**src/rtl/core/smpq_pkg.sv**
```systemverilog
package smpq_pkg;

  localparam int unsigned CapacityDef = 16;

  localparam logic [1:0] CMD_INSERT  = 2'd0;
  localparam logic [1:0] CMD_EXTRACT = 2'd1;
  localparam logic [1:0] CMD_PEEK    = 2'd2;

  localparam logic [1:0] ST_DONE  = 2'd0;
  localparam logic [1:0] ST_EMPTY = 2'd1;
  localparam logic [1:0] ST_FULL  = 2'd2;

  typedef struct packed {
    logic signed [31:0] data;
    logic signed [31:0] prio;
  } entry_t;

  typedef struct packed {
    logic [1:0]         status;
    logic               hit;
    logic signed [31:0] data;
    logic signed [31:0] prio;
    logic [4:0]         occupancy;
  } result_t;

endpackage

```
**src/rtl/core/smpq_mem.sv**
```systemverilog
module smpq_mem #(
  parameter int unsigned Depth = smpq_pkg::CapacityDef,
  parameter int unsigned Aw    = $clog2(Depth)
) (
  input  logic            clk_i,
  input  logic            we_i,
  input  logic [Aw-1:0]   waddr_i,
  input  smpq_pkg::entry_t wdata_i,
  input  logic            re_i,
  input  logic [Aw-1:0]   raddr_i,
  output smpq_pkg::entry_t rdata_o
);

  smpq_pkg::entry_t mem_q [Depth];
  smpq_pkg::entry_t rdata_q;

  always_ff @(posedge clk_i) begin
    if (we_i) begin
      mem_q[waddr_i] <= wdata_i;
    end
  end

  always_ff @(posedge clk_i) begin
    if (re_i) begin
      rdata_q <= mem_q[raddr_i];
    end
  end

  assign rdata_o = rdata_q;

endmodule

```
**src/rtl/core/smpq_ctrl.sv**
```systemverilog
module smpq_ctrl #(
  parameter int unsigned Capacity = smpq_pkg::CapacityDef,
  parameter int unsigned Aw       = $clog2(Capacity),
  parameter int unsigned Cw       = $clog2(Capacity + 1)
) (
  input  logic              clk_i,
  input  logic              rst_ni,
  input  logic              in_valid_i,
  output logic              in_stall_o,
  input  logic [1:0]        command_i,
  input  logic signed [31:0] item_data_i,
  input  logic signed [31:0] item_priority_i,
  output logic              mem_we_o,
  output logic [Aw-1:0]     mem_waddr_o,
  output smpq_pkg::entry_t  mem_wdata_o,
  output logic              mem_re_o,
  output logic [Aw-1:0]     mem_raddr_o,
  input  smpq_pkg::entry_t  mem_rdata_i,
  output logic              res_valid_o,
  input  logic              res_ready_i,
  output smpq_pkg::result_t res_o
);

  localparam int unsigned Sw = Aw + 1;
  localparam logic [Aw-1:0] LastIdx = Aw'(Capacity - 1);
  localparam logic [Cw-1:0] Full = Cw'(Capacity);

  typedef enum logic [3:0] {
    S_IDLE   = 4'b0001,
    S_HEAD   = 4'b0010,
    S_WALK   = 4'b0100,
    S_FINISH = 4'b1000
  } state_e;

  state_e state_q, state_d;
  logic [Aw-1:0] head_q, head_d;
  logic [Cw-1:0] count_q, count_d;
  logic [Aw-1:0] k_q, k_d;
  logic [Cw-1:0] rem_q, rem_d;
  logic [1:0] cmd_q, cmd_d;
  smpq_pkg::entry_t item_q, item_d;
  logic [1:0] status_q, status_d;
  logic hit_q, hit_d;
  smpq_pkg::entry_t rentry_q, rentry_d;
  logic [Sw-1:0] tail_sum;
  logic [Aw-1:0] tail_idx;

  function automatic logic [Aw-1:0] idx_inc(input logic [Aw-1:0] a);
    return (a == LastIdx) ? '0 : a + 1'b1;
  endfunction

  function automatic logic [Aw-1:0] idx_dec(input logic [Aw-1:0] a);
    return (a == '0) ? LastIdx : a - 1'b1;
  endfunction

  always_comb begin
    tail_sum = {1'b0, head_q} + Sw'(count_q) - 1'b1;
    if (tail_sum >= Sw'(Capacity)) begin
      tail_sum = tail_sum - Sw'(Capacity);
    end
    tail_idx = tail_sum[Aw-1:0];
  end

  always_comb begin
    state_d     = state_q;
    head_d      = head_q;
    count_d     = count_q;
    k_d         = k_q;
    rem_d       = rem_q;
    cmd_d       = cmd_q;
    item_d      = item_q;
    status_d    = status_q;
    hit_d       = hit_q;
    rentry_d    = rentry_q;
    mem_we_o    = 1'b0;
    mem_waddr_o = idx_inc(k_q);
    mem_wdata_o = item_q;
    mem_re_o    = 1'b0;
    mem_raddr_o = head_q;
    unique case (state_q)
      S_IDLE: begin
        if (in_valid_i) begin
          cmd_d       = command_i;
          item_d.data = item_data_i;
          item_d.prio = item_priority_i;
          status_d    = smpq_pkg::ST_DONE;
          hit_d       = 1'b0;
          rentry_d    = '0;
          state_d     = S_FINISH;
          unique case (command_i)
            smpq_pkg::CMD_INSERT: begin
              if (count_q == Full) begin
                status_d = smpq_pkg::ST_FULL;
              end else if (count_q == '0) begin
                mem_we_o         = 1'b1;
                mem_waddr_o      = head_q;
                mem_wdata_o.data = item_data_i;
                mem_wdata_o.prio = item_priority_i;
                count_d          = count_q + 1'b1;
              end else begin
                mem_re_o    = 1'b1;
                mem_raddr_o = tail_idx;
                k_d         = tail_idx;
                rem_d       = count_q;
                state_d     = S_WALK;
              end
            end
            smpq_pkg::CMD_EXTRACT, smpq_pkg::CMD_PEEK: begin
              if (count_q == '0) begin
                status_d = smpq_pkg::ST_EMPTY;
              end else begin
                mem_re_o    = 1'b1;
                mem_raddr_o = head_q;
                state_d     = S_HEAD;
              end
            end
            default: begin
            end
          endcase
        end
      end
      S_HEAD: begin
        hit_d    = 1'b1;
        rentry_d = mem_rdata_i;
        if (cmd_q == smpq_pkg::CMD_EXTRACT) begin
          head_d  = idx_inc(head_q);
          count_d = count_q - 1'b1;
        end
        state_d = S_FINISH;
      end
      S_WALK: begin
        mem_we_o = 1'b1;
        if (rem_q == '0 || mem_rdata_i.prio >= item_q.prio) begin
          count_d = count_q + 1'b1;
          state_d = S_FINISH;
        end else begin
          mem_wdata_o = mem_rdata_i;
          rem_d       = rem_q - 1'b1;
          k_d         = idx_dec(k_q);
          mem_re_o    = 1'b1;
          mem_raddr_o = idx_dec(k_q);
        end
      end
      S_FINISH: begin
        if (res_ready_i) begin
          state_d = S_IDLE;
        end
      end
      default: begin
        state_d = S_IDLE;
      end
    endcase
  end

  always_ff @(posedge clk_i or negedge rst_ni) begin
    if (!rst_ni) begin
      state_q <= S_IDLE;
      head_q  <= '0;
      count_q <= '0;
    end else begin
      state_q <= state_d;
      head_q  <= head_d;
      count_q <= count_d;
    end
  end

  always_ff @(posedge clk_i) begin
    k_q      <= k_d;
    rem_q    <= rem_d;
    cmd_q    <= cmd_d;
    item_q   <= item_d;
    status_q <= status_d;
    hit_q    <= hit_d;
    rentry_q <= rentry_d;
  end

  assign in_stall_o      = (state_q != S_IDLE);
  assign res_valid_o     = (state_q == S_FINISH);
  assign res_o.status    = status_q;
  assign res_o.hit       = hit_q;
  assign res_o.data      = rentry_q.data;
  assign res_o.prio      = rentry_q.prio;
  assign res_o.occupancy = 5'(count_q);

  a_count_bound: assert property (@(posedge clk_i) disable iff (!rst_ni)
    count_q <= Full)
    else $error("entry count above capacity");

  a_walk_rem: assert property (@(posedge clk_i) disable iff (!rst_ni)
    state_q == S_WALK |-> rem_q <= count_q && count_q != Full)
    else $error("insert walk longer than stored list");

  a_write_ctx: assert property (@(posedge clk_i) disable iff (!rst_ni)
    mem_we_o |-> state_q == S_WALK || (state_q == S_IDLE && count_q == '0))
    else $error("memory write outside insert");

  a_hit_done: assert property (@(posedge clk_i) disable iff (!rst_ni)
    res_valid_o && res_o.hit |-> res_o.status == smpq_pkg::ST_DONE)
    else $error("head entry reported with error status");

  a_extract_count: assert property (@(posedge clk_i) disable iff (!rst_ni)
    state_q == S_HEAD && cmd_q == smpq_pkg::CMD_EXTRACT |=> count_q == $past(count_q) - 1'b1)
    else $error("extract did not drop one entry");

endmodule

```
**src/rtl/core/sorted_max_priority_queue.sv**
```systemverilog
// Bounded max-priority queue kept in descending priority order in one
// synchronous RAM used as a ring starting at a head pointer; equal priorities
// leave first-in first-out. Each item on the input channel is one command and
// gives one item on the output channel. Extract and peek read the head slot
// from the RAM, then pass through S_HEAD and S_FINISH to the output register.
// An insert walks back from the tail, reading one slot and writing it one
// place down per cycle. It moves each stored entry of lower priority, then
// writes the new item, and its result passes through S_FINISH to the output
// register. Full, empty and unused commands and an insert into an empty queue
// go from S_IDLE straight to S_FINISH. The next command is accepted once the
// current result has entered the output register, which holds it while the
// output stalls. No clearing pass follows reset.
module sorted_max_priority_queue #(
  parameter int unsigned CAPACITY = smpq_pkg::CapacityDef
) (
  input  logic              clk_i,
  input  logic              rst_ni,
  input  logic              in_valid_i,
  output logic              in_stall_o,
  input  logic [1:0]        command_i,
  input  logic signed [31:0] item_data_i,
  input  logic signed [31:0] item_priority_i,
  output logic              out_valid_o,
  input  logic              out_stall_i,
  output logic [1:0]        status_o,
  output logic              result_valid_o,
  output logic signed [31:0] result_data_o,
  output logic signed [31:0] result_priority_o,
  output logic [4:0]        occupancy_o
);

  localparam int unsigned Aw = $clog2(CAPACITY);
  localparam int unsigned Cw = $clog2(CAPACITY + 1);

  logic              mem_we;
  logic [Aw-1:0]     mem_waddr;
  smpq_pkg::entry_t  mem_wdata;
  logic              mem_re;
  logic [Aw-1:0]     mem_raddr;
  smpq_pkg::entry_t  mem_rdata;
  logic              res_valid;
  logic              res_ready;
  smpq_pkg::result_t res;
  logic              out_valid_q;
  smpq_pkg::result_t out_q;

  smpq_mem #(
    .Depth(CAPACITY),
    .Aw   (Aw)
  ) u_mem (
    .clk_i  (clk_i),
    .we_i   (mem_we),
    .waddr_i(mem_waddr),
    .wdata_i(mem_wdata),
    .re_i   (mem_re),
    .raddr_i(mem_raddr),
    .rdata_o(mem_rdata)
  );

  smpq_ctrl #(
    .Capacity(CAPACITY),
    .Aw      (Aw),
    .Cw      (Cw)
  ) u_ctrl (
    .clk_i          (clk_i),
    .rst_ni         (rst_ni),
    .in_valid_i     (in_valid_i),
    .in_stall_o     (in_stall_o),
    .command_i      (command_i),
    .item_data_i    (item_data_i),
    .item_priority_i(item_priority_i),
    .mem_we_o       (mem_we),
    .mem_waddr_o    (mem_waddr),
    .mem_wdata_o    (mem_wdata),
    .mem_re_o       (mem_re),
    .mem_raddr_o    (mem_raddr),
    .mem_rdata_i    (mem_rdata),
    .res_valid_o    (res_valid),
    .res_ready_i    (res_ready),
    .res_o          (res)
  );

  assign res_ready = res_valid && (!out_valid_q || !out_stall_i);

  always_ff @(posedge clk_i or negedge rst_ni) begin
    if (!rst_ni) begin
      out_valid_q <= 1'b0;
    end else if (res_ready) begin
      out_valid_q <= 1'b1;
    end else if (!out_stall_i) begin
      out_valid_q <= 1'b0;
    end
  end

  always_ff @(posedge clk_i) begin
    if (res_ready) begin
      out_q <= res;
    end
  end

  assign out_valid_o       = out_valid_q;
  assign status_o          = out_q.status;
  assign result_valid_o    = out_q.hit;
  assign result_data_o     = out_q.data;
  assign result_priority_o = out_q.prio;
  assign occupancy_o       = out_q.occupancy;

endmodule

```
**config.mk**
```make
export PLATFORM = sky130hd
export DESIGN_NAME = sorted_max_priority_queue
export DESIGN_NICKNAME = d
export VERILOG_FILES = /design/src/rtl/core/smpq_pkg.sv /design/src/rtl/core/smpq_mem.sv /design/src/rtl/core/smpq_ctrl.sv /design/src/rtl/core/sorted_max_priority_queue.sv
export SDC_FILE = /design/constraint.sdc
export NUM_CORES = 2
export LEC_CHECK = 0
export ABC_CLOCK_PERIOD_IN_PS = 8860
export BUFFER_PORTS_ARGS = -buffer_cell sky130_fd_sc_hd__clkbuf_2
export CAP_MARGIN = 15
export CORE_UTILIZATION = 50
export CTS_BUF_LIST = sky130_fd_sc_hd__clkbuf_16
export CTS_CLUSTER_SIZE = 20
export DETAILED_ROUTE_END_ITERATION = 12
export PLACE_DENSITY_LB_ADDON = 0.15
export SLEW_MARGIN = 30
export SYNTH_ARGS = -nofsm -noshare
export SYNTH_HDL_FRONTEND = slang
export SYNTH_SLANG_ARGS = --single-unit
```
**constraint.sdc**
```tcl
create_clock -name clk_i -period 8.86 [get_ports clk_i]
set_input_delay 0.443 -clock clk_i [delete_from_list [all_inputs] [get_ports clk_i]]
set_output_delay 0.443 -clock clk_i [all_outputs]
set_load 0.05 [all_outputs]
```
Yosys cells after proc, flatten, opt, wreduce, memory -nomap -nowiden
Memories as Yosys holds them, arrays and structs flattened. A register that Yosys moved wholly into a read port is not among the register bits.
Cells that the tools add are included.
- memories: 1
- input port bits: 70
- word-level logic and storage cells: 140
- bits in registers: 228
- output and inout bits: 74
- memory bits (writable): 1024
- add/subtract/negate cells: 9
- equality and inequality tests: 21
- reductions and logical operators: 19
- magnitude comparators: 2
- mux-type cells: 70
- memory list (memory ; depth ; bits a word ; read ports ; clocked after memory_dff ; wr ports ; RTL line ; source):
    u_mem.mem_q ; 16 ; 64 ; 1 ; 1 ; 1 ; smpq_mem.sv:14 ; smpq_pkg::entry_t mem_q [Depth];
- operators with widths (cell ; count):
    64-bit 2-to-1 mux ; 6
    64-bit case mux with 2 select lines ; 2
    4-bit 2-to-1 mux ; 25
    5-bit 2-to-1 mux ; 11
    32-bit greater-or-equal comparator ; 1
    4-bit case mux with 2 select lines ; 3
    4-bit case mux with 4 select lines ; 1
    5-bit case mux with 3 select lines ; 1
    5-bit by 1-bit subtractor with 5-bit output (second input constant) ; 3
    1-bit 2-to-1 mux ; 14
    4-bit == test (second input constant) ; 3
    5-bit logical NOT ; 2
    2-bit by 1-bit != test with 1-bit output (second input constant) ; 5
    2-bit != test (second input constant) ; 5
    5-bit case mux with 2 select lines ; 1
    4-bit by 1-bit adder with 4-bit output (second input constant) ; 2
    1-bit case mux with 2 select lines ; 4
    4-bit by 1-bit subtractor with 4-bit output (second input constant) ; 2
    7-bit AND reduction ; 1
    2-bit AND reduction ; 3
    6-bit AND reduction ; 1
    4-bit by 5-bit adder with 5-bit output ; 1
    5-bit by 1-bit adder with 5-bit output (second input constant) ; 1
    5-bit == test (second input constant) ; 1
    other kinds (18) ; 22

Logic depth before layout (Yosys ltp)
- depth after elaboration: 9
- mapped depth: 15
- mapped depth without buffers: 12

Hierarchy
Synthesis repeated with hierarchy kept, for this count alone.
- cells, all modules: 2385
- area total of the unflattened synthesis: 50649.8 um2
- by module, submodules not included (module ; sequential area each (um2) ; cells an instance ; area each (um2) ; times used):
    smpq_mem ; 32671.3 ; 1647 ; 40222.3 ; 1
    smpq_ctrl ; 4590.7 ; 663 ; 8221.6 ; 1
    sorted_max_priority_queue ; 2187.1 ; 75 ; 2205.9 ; 1

Worst setup path after synthesis
Ideal clock, no wire load.
- kind: reg2reg
- from: register u_ctrl.state_q[0]
- to: memory u_mem.mem_q[3][0] (netlist name) (enable)
- data required time: 8.374 ns
- cell stages (with the launch flop): 10
- library setup time: 0.486 ns
- path buffers: 2
- clock period less this slack: 6.636 ns
- data arrival time: 6.150 ns
- setup slack: 2.224 ns
- path through: dfstp_2 nor4b_2 nand2_1 clkinv_1 and3_1 clkbuf_1 clkbuf_1 a21oi_1 nand2_1 nor2_1
- cells in the longest elaborated chain, start to end: 4
- elaborated cells between the ends (all ways): 6
- classes of those cells: eq/ne: 2; mux: 4
- ends and longest elaborated chain (what ; RTL line ; source):
    from (decl) ; smpq_ctrl.sv:35 ; state_e state_q, state_d;
    from (signal assigned) ; smpq_ctrl.sv:161 ; state_q <= state_d;
    4-bit by 3-bit == test with 1-bit output or 4-bit by 1-bit == test with 1-bit output (tied branches) ; smpq_ctrl.sv:80 ; unique case (state_q)
    1-bit case mux with 2 select lines ; smpq_ctrl.sv:80 ;
    1-bit 2-to-1 mux ; smpq_mem.sv:18 ; if (we_i) begin
    1-bit 2-to-1 mux (not written as such) ; smpq_mem.sv:19 ; mem_q[waddr_i] <= wdata_i;
    to (decl) ; smpq_mem.sv:14 ;
Parallel ways exist; a longest one is shown, timed or not.

Final worst setup path
- from: register, netlist name u_mem.rdata_o[1]
- to: register, netlist name u_mem.rdata_o[6]
- cells in the longest elaborated chain, start to end: 4
- elaborated cells between the ends (all ways): 6
- classes of those cells: order compare: 1; mux: 4; reduce/logical: 1
- ends and longest elaborated chain (what ; RTL line ; source):
    32-bit greater-or-equal comparator * ; smpq_ctrl.sv:133 ; if (rem_q == '0 || mem_rdata_i.prio >= item_q.prio) begin
    1-bit logical OR * ; smpq_ctrl.sv:133 ;
    4-bit 2-to-1 mux or 1-bit 2-to-1 mux (tied branches) ; smpq_ctrl.sv:133 ;
    4-bit case mux with 2 select lines or 1-bit case mux with 2 select lines (tied branches) ; smpq_ctrl.sv:80 ;
Mark *: on every way between the ends. The rest lies on a longest branch, timed or not.
A chain may end at the register's enable or synchronous reset.

==> results.yml <==
run_status:
  status: "finished, final reports clean"
timing:
  fin_setup_tns_ns: 0
  fmax_mhz: 178.9
  hold_viol_final: 0
  rsz0062_at_grt: "no"
  worst_slew_pin_slew_ns: 1.077
  post-route-min-period_ns: 5.588
  finalWorstSetupSlack_ns: 3.272
  period_share_pct: 63.07
  finalClockSkew_ns: 0.03068
  finalSetupViolations: 0
  slew-limit-headroom_pct: 28.19
  drv_slew: 0
final_layout:
  layoutNonFillerInstCount: 5098
  seqCellArea_mm2: 0.03945
  fill_cells: 8062
  area_growth_pct: 13.59
  multiInputGateArea_mm2: 0.01251
  drive_gt1_share_pct: 15.78
  antenna_cells: 0
  nets: 3722
  postLayoutCellArea_mm2: 0.06030
  finish.utilization_pct: 57.29
worst_setup_path:
  r2r_end: "u_mem.rdata_o[6]"
  crit_path_max_fanout: 45
  r2r-start: "u_mem.rdata_o[1]"
  r2r_slack_ns: 3.27
  critPathLaunchType: "flop"
  critPathKind: "reg2reg"
  cp_data_arrival_time_ns: 6.08
  required_ns: 9.36
  end_kind: "flop"
  r2r_cells: 13
die:
  core_mm2: 0.1053
  fp.dieH_um: 327.8
  rows: 119
  dieArea_mm2: 0.1075
  num_io_pins: 144
  initial_core_util_pct: 50.43
  fp.dieW_um: 327.8
power:
  powerDensity_mw_per_mm2: 296.6
  p_leak_nw: 20.54
  vdd_ir_drop_max_v: 0.0002957
drt:
  drt_first_pass_iters: 6
  wl_per_cell_um: 28.04
  drt-vias-per-instance: 6.337
  drt_iter0_drc: 3485
  final_antenna_net_count: 0
  drc: 0
  routed_wl_um: 143000
  via_count: 32310
synthesis:
  synth_edf_count: 1302
  synth_cell_types: 76
  syn_area_mm2: 0.05309
  synth_seq_area_share_pct: 74.31
  syn_nets: 3545
  ys.flop_type: "edfxtp_1"
  yosys_register_bits: 1316
  synth_top_area_share_pct: 73.65
  async_reset_ff_share_pct: 1.064
  synth_common_cells: "1,302 x edfxtp_1, 416 x nand2_1, 189 x o2111ai_1"
  yosys_warnings: 0
  synth.largest_area_cell: "edfxtp_1"
  synth_area_leaders: "edfxtp_1 74%, o2111ai_1 3.1%, nand2_1 2.9%, mux2i_1 2.4%, a32o_1 2.4%"
  syn_avg_cell_area_um2: 15.49
  synth_most_common_cell: "edfxtp_1"
  synth_cells: 3427
cts:
  clk_latency_ns: 0.75
  tritoncts: "done"
  post_cts_buffers: 0
  numCtsBuffers: 137
  clk_pin_slew_worst_paths_ns: 0.06
  clock_sinks: 1316
  cts_root_buf: "clkbuf_16"
  htreeDepth: 4
  max-clock-path-buffers: 3
place:
  port_buffers: 143
  place_area_mm2: 0.05531
  gp_congestion: 0.8280
  dp.cells: 4787
  dp_slack_ns: 3.414
  hpwlAfterDp_um: 74030
run:
  drv_cap: 0
global_route:
  antenna_found_initial: 0
  grt_pass1_wl_um: 210000
  grt_pass1_vias: 32090
  grt_overflow: 0
  grt_start_max_net_pins: 151
  grt_usage_pct: 26.55
hold_path:
  hold_end: "u_ctrl.state_q[0]"
  min_path_cells: 4
  hold_class: "in2reg"
  hold_start: "in_valid_i"
-- how the worst max path moves through the flow --
stage          cells past startpoint           endpoint               from  slack (ns)
2_1_floorplan                      9  u_mem.mem_q[3][0]  u_ctrl.state_q[0]        2.22
6_report                          13   u_mem.rdata_o[6]   u_mem.rdata_o[1]        3.27
5_1_grt                           12   u_mem.rdata_o[6]  u_ctrl.state_q[0]        3.12
4_1_cts                           13   u_mem.rdata_o[6]   u_mem.rdata_o[1]        3.37
3_5_place_dp                      13   u_mem.rdata_o[6]   u_mem.rdata_o[1]        3.41
3_3_place_gp                      13   u_mem.rdata_o[6]  u_mem.rdata_o[27]        3.48
-- worst max-delay path, stage by stage, from the launching register on --
cell and delay (ns):
edfxtp_1 0.49, ha_1 0.36, nor2b_1 0.14, o211ai_1 0.45, a2111oi_2 0.16, o31ai_2 0.38
a31oi_4 0.27, o31ai_4 0.44, or2_2 0.69, buf_4 0.79, nor3_4 0.07, buf_4 0.38
a32o_1 0.34, nor3_2 0.32
-- flip-flops by register name, indices dropped and copies added (netlist names), 32 cells and up --
signal and cells:
result_data_o 32, result_priority_o 32, u_ctrl.item_q 64, u_ctrl.res_o 64
u_mem.mem_q 1024, u_mem.rdata_o 64
-- stage by stage --
step	hold slack (ns)	power [W]
final	0.06304	0.01789
after detailed placement	0.3806	0.01250
after global routing	0.09472	0.01858
after CTS	0.02361	0.01797
after floorplan	0.1474	0.01115
after global placement	0.3722	0.01236
-- power breakdown --
part / internal, W / total, W / switching, W
Sequential: 0.00772 / 0.00789 / 0.000175
Clock: 0.00316 / 0.00547 / 0.00231
Combinational: 0.00140 / 0.00453 / 0.00312
-- logic make-up after synthesis --
family / count (synthesis) / synth area share, %
buf+inv: 304 / 2.552
mux: 198 / 3.896
fa+ha+maj: 48 / 1.160
xor+xnor: 12 / 0.1980
simple gates: 897 / 8.482
flops: 1316 / 74.31
compound gates: 652 / 9.402
-- final cells by class --
type	instances	share of cell area, %
well taps	1391	2.886
inverters	56	0.3507
multi-input cells	1807	20.74
flip-flops and latches	1316	65.42
clock buffers	144	5.976
clock inverters	98	1.127
repair buffers	286	3.498
-- layout by cell type (no fill, tap or decap), types with 46 or more instances in the layout --
| master | netlist | routed |
|---|---|---|
| clkbuf_16 | 0 | 144 |
| nor3_1 | 139 | 139 |
| buf_4 | 10 | 63 |
| a22oi_1 | 63 | 63 |
| o21ai_0 | 75 | 75 |
| mux2i_1 | 129 | 129 |
| a21oi_1 | 154 | 153 |
| mux2_2 | 66 | 66 |
| clkbuf_2 | 0 | 143 |
| edfxtp_1 | 1302 | 1302 |
| nor3_2 | 59 | 58 |
| o2111ai_1 | 189 | 189 |
| a32o_1 | 128 | 128 |
| and2_1 | 64 | 63 |
| ha_1 | 46 | 46 |
| dlygate4sd3_1 | 0 | 68 |
| inv_1 | 55 | 83 |
| nand2_1 | 416 | 414 |
| nand3_1 | 70 | 70 |
| nand4_1 | 71 | 71 |
-- layer usage --
layer / vias up / track usage, % / share of wire [%]
met5: - / 0 / 0
met4: 0 / 10.35 / 3.3
met3: 296 / 4.873 / 8.2
met2: 1593 / 42.23 / 47
met1: 16520 / 36.41 / 41
li1: 13900 / - / -
-- what timing repair did --
action | in CTS | in global routing
endpoints found under the hold margin | 81 | 0
hold buffers | 68 | 0
resized for setup | 0 | 0
No activity file was read; power rests on OpenSTA's default activity.
